File: src/hw/rtl/ctb_pkg.sv
// Shared types and constants for the countdown timer bank.
// Used by ctb_mem, ctb_seq, the top level and the port checker; depends on nothing.
package ctb_pkg;

	// Request codes carried on req_type. Codes above REQ_QUERY are ignored.
	localparam logic [2:0] REQ_TICK   = 3'd0;
	localparam logic [2:0] REQ_SET    = 3'd1;
	localparam logic [2:0] REQ_CANCEL = 3'd2;
	localparam logic [2:0] REQ_FIRE   = 3'd3;
	localparam logic [2:0] REQ_QUERY  = 3'd4;

	// Kinds of result.
	localparam logic KIND_EXPIRY = 1'b0;
	localparam logic KIND_REPLY  = 1'b1;

	// Configuration register map and reset value.
	localparam logic [2:0]  ADDR_TICK_STEP  = 3'd0;
	localparam logic [15:0] TICK_STEP_RESET = 16'd100;

	// One stored timer: active mark and remaining milliseconds.
	typedef struct packed {
		logic        active;
		logic [31:0] rem_ms;
	} entry_t;

	// One result transaction as it leaves the sequencer.
	typedef struct packed {
		logic        kind;
		logic [3:0]  index;
		logic [31:0] rem_ms;
		logic        was_active;
		logic        fired;
		logic        last;
	} result_t;

endpackage

File: src/hw/rtl/countdown_timer_bank_top.sv
// Top level of the countdown timer bank: APB register, sequencer and state memory.
// Depends on ctb_pkg, ctb_mem and ctb_seq.
//
// Usage: a request transaction is taken at a clock edge where start is high and
// busy is low. Set, cancel, fire-now and query each give one reply; the result
// strobe is registered from the ST_REQ state and lasts one cycle. Busy stays high
// through that state, so the next request waits until the reply is built.
// A tick sweeps the timer memory one entry per cycle through its single read
// port; busy stays high through the sweep and the ST_FLUSH state after it, so
// the next request waits for both. Expiry results come in ascending index
// order, each a one-cycle strobe; the last one carries last_result. A tick that
// expires nothing gives no result.
// Results cannot be held off: each is valid for exactly its strobe cycle.
// Request codes 5 to 7 are taken and ignored without raising busy.
// tick_step is written over APB at byte address 0 and should change only while
// idle. Reset clears every timer to zero and inactive, sets tick_step to 100.
module countdown_timer_bank_top #(
	parameter int NUM_TIMERS = 16
) (
	input  logic        clk,
	input  logic        arst_n,
	input  logic        psel,
	input  logic        penable,
	input  logic        pwrite,
	input  logic [2:0]  paddr,
	input  logic [31:0] pwdata,
	output logic [31:0] prdata,
	output logic        pready,
	input  logic        start,
	output logic        busy,
	input  logic [2:0]  req_type,
	input  logic [3:0]  timer_index,
	input  logic [31:0] timeout_value,
	output logic        result_strobe,
	output logic        result_kind,
	output logic [3:0]  result_index,
	output logic [31:0] remaining_time,
	output logic        was_active,
	output logic        fired,
	output logic        last_result
);
	import ctb_pkg::*;

	localparam int AW = (NUM_TIMERS > 1) ? $clog2(NUM_TIMERS) : 1;

	logic [15:0] tick_step_q;
	logic        rd_en;
	logic        wr_en;
	logic [AW-1:0] rd_addr;
	logic [AW-1:0] wr_addr;
	entry_t      rd_data;
	entry_t      wr_data;
	logic        res_vld;
	result_t     res;

	// Configuration register: written in the APB access phase.
	always_ff @(posedge clk or negedge arst_n) begin
		if (!arst_n) begin
			tick_step_q <= TICK_STEP_RESET;
		end else if (psel && penable && pwrite && pready && (paddr[2] == ADDR_TICK_STEP[2])) begin
			tick_step_q <= pwdata[15:0];
		end
	end

	assign pready = 1'b1;
	assign prdata = (paddr[2] == ADDR_TICK_STEP[2]) ? {16'd0, tick_step_q} : '0;

	ctb_seq #(
		.NUM_TIMERS (NUM_TIMERS),
		.AW         (AW)
	) u_seq (
		.clk           (clk),
		.arst_n        (arst_n),
		.start         (start),
		.req_type      (req_type),
		.timer_index   (timer_index),
		.timeout_value (timeout_value),
		.tick_step     (tick_step_q),
		.busy          (busy),
		.rd_en         (rd_en),
		.rd_addr       (rd_addr),
		.rd_data       (rd_data),
		.wr_en         (wr_en),
		.wr_addr       (wr_addr),
		.wr_data       (wr_data),
		.res_vld       (res_vld),
		.res           (res)
	);

	ctb_mem #(
		.DEPTH (NUM_TIMERS),
		.AW    (AW)
	) u_mem (
		.clk     (clk),
		.arst_n  (arst_n),
		.rd_en   (rd_en),
		.rd_addr (rd_addr),
		.rd_data (rd_data),
		.wr_en   (wr_en),
		.wr_addr (wr_addr),
		.wr_data (wr_data)
	);

	// Result ports.
	assign result_strobe  = res_vld;
	assign result_kind    = res.kind;
	assign result_index   = res.index;
	assign remaining_time = res.rem_ms;
	assign was_active     = res.was_active;
	assign fired          = res.fired;
	assign last_result    = res.last;

endmodule

File: src/hw/rtl/ctb_mem.sv
// Timer state memory: one synchronous read port and one write port, registered read data.
// Per-entry valid flops make never-written entries read as zero. Depends on ctb_pkg.
module ctb_mem #(
	parameter int DEPTH = 16,
	parameter int AW    = 4
) (
	input  logic             clk,
	input  logic             arst_n,
	input  logic             rd_en,
	input  logic [AW-1:0]    rd_addr,
	output ctb_pkg::entry_t  rd_data,
	input  logic             wr_en,
	input  logic [AW-1:0]    wr_addr,
	input  ctb_pkg::entry_t  wr_data
);
	import ctb_pkg::*;

	entry_t           mem_q [DEPTH];
	entry_t           rd_q;
	logic [DEPTH-1:0] vld_q;
	logic             rd_vld_q;

	// Storage array with registered read data.
	always_ff @(posedge clk) begin
		if (wr_en) begin
			mem_q[wr_addr] <= wr_data;
		end
		if (rd_en) begin
			rd_q <= mem_q[rd_addr];
		end
	end

	// Valid bits are cleared by reset and set by the first write of an entry.
	always_ff @(posedge clk or negedge arst_n) begin
		if (!arst_n) begin
			vld_q    <= '0;
			rd_vld_q <= 1'b0;
		end else begin
			if (wr_en) begin
				vld_q[wr_addr] <= 1'b1;
			end
			if (rd_en) begin
				rd_vld_q <= vld_q[rd_addr];
			end
		end
	end

	// An entry that was never written reads as its reset value, zero.
	assign rd_data = rd_vld_q ? rd_q : '0;

endmodule

File: src/hw/rtl/ctb_seq.sv
// Request sequencer: decodes requests, sweeps the memory on a tick and builds results.
// Drives the read and write ports of ctb_mem. Depends on ctb_pkg.
module ctb_seq #(
	parameter int NUM_TIMERS = 16,
	parameter int AW         = 4
) (
	input  logic              clk,
	input  logic              arst_n,
	input  logic              start,
	input  logic [2:0]        req_type,
	input  logic [3:0]        timer_index,
	input  logic [31:0]       timeout_value,
	input  logic [15:0]       tick_step,
	output logic              busy,
	output logic              rd_en,
	output logic [AW-1:0]     rd_addr,
	input  ctb_pkg::entry_t   rd_data,
	output logic              wr_en,
	output logic [AW-1:0]     wr_addr,
	output ctb_pkg::entry_t   wr_data,
	output logic              res_vld,
	output ctb_pkg::result_t  res
);
	import ctb_pkg::*;

	localparam logic [AW-1:0] LAST_IDX = AW'(NUM_TIMERS - 1);

	typedef enum logic [3:0] {
		ST_IDLE  = 4'b0001,
		ST_REQ   = 4'b0010,
		ST_TICK  = 4'b0100,
		ST_FLUSH = 4'b1000
	} state_t;

	state_t        state_q, nxt_state;
	logic [AW-1:0] cur_q;
	logic          pend_vld_q;
	logic [AW-1:0] pend_idx_q;
	logic [2:0]    req_q;
	logic [3:0]    idx_q;
	logic [31:0]   val_q;
	logic          in_range_q;
	logic          res_vld_q;
	result_t       res_q;
	logic          res_vld_d;
	result_t       res_d;
	logic          expire;
	logic          accept;

	assign busy   = (state_q != ST_IDLE);
	assign accept = start && (state_q == ST_IDLE);

	// Next state, memory access and result for the current cycle.
	always_comb begin
		nxt_state = state_q;
		rd_en     = 1'b0;
		rd_addr   = cur_q + AW'(1);
		wr_en     = 1'b0;
		wr_addr   = cur_q;
		wr_data   = rd_data;
		expire    = 1'b0;
		res_vld_d = 1'b0;
		res_d     = '0;
		case (state_q)
			ST_IDLE: begin
				// Read the addressed entry in the same cycle as the transaction is taken.
				rd_en   = start;
				rd_addr = (req_type == REQ_TICK) ? '0 : AW'(timer_index);
				if (start) begin
					if (req_type == REQ_TICK) begin
						nxt_state = ST_TICK;
					end else if (req_type <= REQ_QUERY) begin
						nxt_state = ST_REQ;
					end
				end
			end
			ST_REQ: begin
				// Single-timer request: modify the entry just read and reply.
				res_vld_d   = 1'b1;
				res_d.kind  = KIND_REPLY;
				res_d.index = idx_q;
				res_d.last  = 1'b1;
				wr_addr     = AW'(idx_q);
				if (in_range_q) begin
					res_d.rem_ms = rd_data.rem_ms;
					case (req_q)
						REQ_SET: begin
							wr_en        = 1'b1;
							wr_data      = '{active: 1'b1, rem_ms: val_q};
							res_d.rem_ms = val_q;
						end
						REQ_CANCEL: begin
							wr_en            = 1'b1;
							wr_data.active   = 1'b0;
							res_d.was_active = rd_data.active;
						end
						REQ_FIRE: begin
							wr_en            = 1'b1;
							wr_data.active   = 1'b0;
							res_d.was_active = rd_data.active;
							res_d.fired      = rd_data.active;
						end
						default: begin
						end
					endcase
				end
				nxt_state = ST_IDLE;
			end
			ST_TICK: begin
				// Sweep: update entry cur_q while the next one is read.
				rd_en = (cur_q != LAST_IDX);
				if (rd_data.active) begin
					wr_en = 1'b1;
					if (rd_data.rem_ms > {16'd0, tick_step}) begin
						wr_data.rem_ms = rd_data.rem_ms - {16'd0, tick_step};
					end else begin
						wr_data = '0;
						expire  = 1'b1;
					end
				end
				// An expiry is held back one find so the final one can be marked last.
				if (expire && pend_vld_q) begin
					res_vld_d        = 1'b1;
					res_d.kind       = KIND_EXPIRY;
					res_d.index      = 4'(pend_idx_q);
					res_d.was_active = 1'b1;
					res_d.fired      = 1'b1;
				end
				if (cur_q == LAST_IDX) begin
					nxt_state = ST_FLUSH;
				end
			end
			ST_FLUSH: begin
				// Deliver the held expiry as the final result of the tick.
				if (pend_vld_q) begin
					res_vld_d        = 1'b1;
					res_d.kind       = KIND_EXPIRY;
					res_d.index      = 4'(pend_idx_q);
					res_d.was_active = 1'b1;
					res_d.fired      = 1'b1;
					res_d.last       = 1'b1;
				end
				nxt_state = ST_IDLE;
			end
			default: begin
				nxt_state = ST_IDLE;
			end
		endcase
	end

	// Control registers.
	always_ff @(posedge clk or negedge arst_n) begin
		if (!arst_n) begin
			state_q    <= ST_IDLE;
			cur_q      <= '0;
			pend_vld_q <= 1'b0;
			pend_idx_q <= '0;
			res_vld_q  <= 1'b0;
		end else begin
			state_q   <= nxt_state;
			res_vld_q <= res_vld_d;
			if (accept) begin
				cur_q      <= '0;
				pend_vld_q <= 1'b0;
			end else if (state_q == ST_TICK) begin
				cur_q <= cur_q + AW'(1);
				if (expire) begin
					pend_vld_q <= 1'b1;
					pend_idx_q <= cur_q;
				end
			end
		end
	end

	// Captured request and result payload.
	always_ff @(posedge clk) begin
		if (accept) begin
			req_q      <= req_type;
			idx_q      <= timer_index;
			val_q      <= timeout_value;
			in_range_q <= (32'(timer_index) < NUM_TIMERS);
		end
		res_q <= res_d;
	end

	assign res_vld = res_vld_q;
	assign res     = res_q;

endmodule

File: config.mk
export PLATFORM = sky130hd
export DESIGN_NAME = countdown_timer_bank_top
export DESIGN_NICKNAME = d
export VERILOG_FILES = /design/src/hw/rtl/ctb_pkg.sv /design/src/hw/rtl/countdown_timer_bank_top.sv /design/src/hw/rtl/ctb_mem.sv /design/src/hw/rtl/ctb_seq.sv
export SDC_FILE = /design/constraint.sdc
export NUM_CORES = 1
export LEC_CHECK = 0
export ABC_CLOCK_PERIOD_IN_PS = 5000
export BUFFER_PORTS_ARGS = -buffer_cell sky130_fd_sc_hd__buf_4
export CAP_MARGIN = 20
export CORE_MARGIN = 10
export CORE_UTILIZATION = 61
export CTS_CLUSTER_SIZE = 25
export DETAILED_ROUTE_END_ITERATION = 12
export MAX_ROUTING_LAYER = met4
export PLACE_DENSITY = 0.85
export SYNTH_ARGS = -nofsm -noshare
export SYNTH_HDL_FRONTEND = slang
export SYNTH_SLANG_ARGS = --single-unit
File: constraint.sdc
create_clock -name clk -period 5 [get_ports clk]
set_input_delay 1 -clock clk [delete_from_list [all_inputs] [get_ports clk]]
set_output_delay 1 -clock clk [all_outputs]
set_load 0.1 [all_outputs]
==> metrics.txt <==
status=complete, no violations; RSZ-0062 raised after global routing=false; slowest stage delay, CP=0.86 ns; clk slew on worst S/H paths=0.06 ns; max frequency=216.7 MHz; number of buffers added on ports=119; Startpoint Class=register; Die ar.=0.05611 mm2; Cell variety after synth=76; number of max-cap violations=0; Worst Path Max Fanout=24; DRC errors left=0; CTS Buffer Depth=3; post-synth top area share=0.6280; period utilisation layout=0.9228; P&R area growth vs syn=14.17%; largest net degree at the start of global routing=85; Num CTS Buffers=69; row cnt=79; Post-synth EDFFs=600; R2R Setup Slk=0.39 ns; router iterations before antenna repair=6; DRT iter0 DRCs=2,436; Synth Flop Type=edfxtp_1; asr flop ratio synth=0.06841; hold crit path type=in -> async; total power=14.50 mW; Clock Sinks=687; Top cell by count, worst path=a31oi_1; Mean Syn Cell Area=13.48 um2; R2R depth=11; CP cell instances=nand2_1 -> ha_1 -> inv_1 -> fa_1 -> and4_1 -> a32oi_1 -> a31oi_1 -> o211ai_1 -> a31oi_1 -> nor2b_1 -> a311o_1; Final min period=4.614 ns; P per Cell Area=442.5 mW/mm2; Critical Path Sink Type=register; Crit Path Category=reg -> reg; CP delay by family, top=compound AO/OA/AOI/OAI gates; cell area after layout=0.03276 mm2; vias per cell=6.544; setup tns final=0 ns; final count of hold timing violations=0; post-layout net count=2,346; # IOs=155; dpl cell area=0.03062 mm2; final setup fails=0; worst vdd ir=0.0004153 V; hold_ws=0.4463 ns; Seq/Total Area, Yosys=0.6971; GRT overflow=0; Crit path arrival time=4.91 ns; largest cells by area after synthesis=edfxtp_1 (63%), a211oi_1 (6.1%), dfrtp_1 (3.8%), nand2_1 (2.9%), dfxtp_1 (2.8%); Worst R2R End=u_mem.mem_q[13][15]; hold_buf cts=0; antenna violations before repair=3; crit path buf inv count=1; R2R Path Start=u_mem.rd_vld_q; setup bufs post-CTS=0; Crit-path slowest cell=nor2b_1; GPL Wtd Cong=0.8966; Post-Syn Instances=2,128; worst rel slew slack=0.2999; global-route wire length before repair=111.8 mm; Final ANT Viol Nets=0; Synth area leader=edfxtp_1; Placeable Area=0.04656 mm2; Slew @ Worst Pin=1.045 ns; total number of vias=19,030; Lkg Pwr=11.35 nW; CTS tree=done; gr usage total=0.2660; area of the mapped netlist=0.02869 mm2; Slew Viols, Final=0; Placed Cells incl. Taps=2,785; H-Tree Depth=3; Initial Utilization=0.6162; CTS Root Cell=clkbuf_16; Synth Register Bits=687; total wire length=74.87 mm; worst-skew pair later-pin latency=0.59 ns; vias in the first global route=18,750; fin cells=2,908; share of cells above drive strength 1=0.1591; yosys warns=0; skew final=0.02985 ns; DR WL/cell=25.74 um; Die X=236.9 um; HPWL Detailed=44.51 mm; die span in y=236.9 um; Data required, critical path=5.29 ns; post-cts sizing count=0
## flip-flops by register name (all words and copies together) (netlist names), 16 cells and up
| signal | cells |
|---|---|
| u_mem.vld_q | 16 |
| u_mem.rd_q | 33 |
| u_seq.val_q | 32 |
| u_mem.mem_q | 528 |
| u_seq.res | 40 |
| tick_step_q | 16 |
## stage by stage
| step | utilization | setup slack, ns |
|---|---|---|
| 2_1_floorplan | - | 0.7900 |
| 3_3_place_gp | 0.6576 | 0.5862 |
| 3_5_place_dp | 0.6576 | 0.4541 |
| 4_1_cts | 0.7035 | 0.4186 |
| 5_1_grt | 0.7036 | 0.1674 |
| 6_report | 0.7036 | 0.3862 |
## per-layer routing
layer	part of all wire	GRT usage	vias up
met5	0	-	-
met4	0.027	0.09709	0
met3	0.11	0.05940	174
met2	0.49	0.4263	1228
met1	0.37	0.3289	9311
li1	-	-	8317
## worst reg2reg max path: stages (launching register included)
cell and delay, ns:
dfrtp_2 0.61, nand2_1 0.15, ha_1 0.22, inv_1 0.08, fa_1 0.27, and4_1 0.21, a32oi_1 0.10, a31oi_1 0.31
o211ai_1 0.28, a31oi_1 0.45, nor2b_1 0.86, a311o_1 0.78
## cells in the mapped netlist (all sizes together), types with 15 or more instances
| master | number |
|---|---|
| a211oi | 235 |
| a21oi | 134 |
| a31oi | 85 |
| and2 | 150 |
| buf | 41 |
| clkbuf | 114 |
| dfrtp | 43 |
| dfxtp | 40 |
| edfxtp | 600 |
| ha | 16 |
| inv | 25 |
| mux2 | 22 |
| mux2i | 73 |
| nand2 | 222 |
| nand3 | 18 |
| nor2 | 91 |
| o21ai | 42 |
| or2 | 17 |
| xnor2 | 15 |
## layout by cell type (no fill, tap or decap), types with 22 or more instances in the layout
master / synthesis / routed
buf_4: 18 / 175
nand2_1: 222 / 221
edfxtp_1: 600 / 600
a211oi_1: 235 / 235
inv_1: 24 / 23
dfrtp_1: 43 / 42
a21oi_1: 134 / 134
a31oi_1: 85 / 85
and2_1: 111 / 111
dfxtp_1: 40 / 40
mux2_2: 22 / 22
nor2_1: 90 / 73
mux2i_1: 73 / 73
o21ai_0: 38 / 38
and2_0: 39 / 39
clkbuf_16: 0 / 71
## report_power, final
part / internal [mW] / switching (mW)
Clock: 2.80 / 2.11
Sequential: 6.66 / 0.108
Combinational: 0.861 / 1.96
## cells by family after synthesis
group           count (synthesis)  share of synthesized area
other cells                     2                  0.0002618
flops                         687                     0.6971
compound gates                570                     0.1331
fa+ha+maj                      17                   0.007675
simple gates                  557                    0.09477
mux                            95                    0.03410
xor+xnor                       20                   0.006106
buf+inv                       180                    0.02691
## area by class of cell
type / count / area (um2)
diodes: 1 / 2.502
clock buffers: 89 / 1864
flip-flops and latches: 687 / 20000
repair buffers: 190 / 1614
multi-input cells: 1276 / 8149
well taps: 607 / 759.5
inverters: 25 / 93.84
fillers: 2813 / 13800
clock inverters: 33 / 272.8
## worst max path at each step
stage	startpoint	to	slack, ns	depth (start not counted)
after floorplan	u_mem.rd_vld_q	u_mem.mem_q[0][21]	0.79	16
after global placement	u_mem.rd_vld_q	u_mem.mem_q[5][15]	0.59	9
after detailed placement	u_mem.rd_vld_q	u_mem.mem_q[7][15]	0.45	11
after CTS	u_mem.rd_vld_q	u_mem.mem_q[6][10]	0.42	11
after global routing	u_mem.rd_vld_q	u_mem.mem_q[12][15]	0.17	11
final	u_mem.rd_vld_q	u_mem.mem_q[13][15]	0.39	11
No activity file was read; power rests on OpenSTA's default activity.
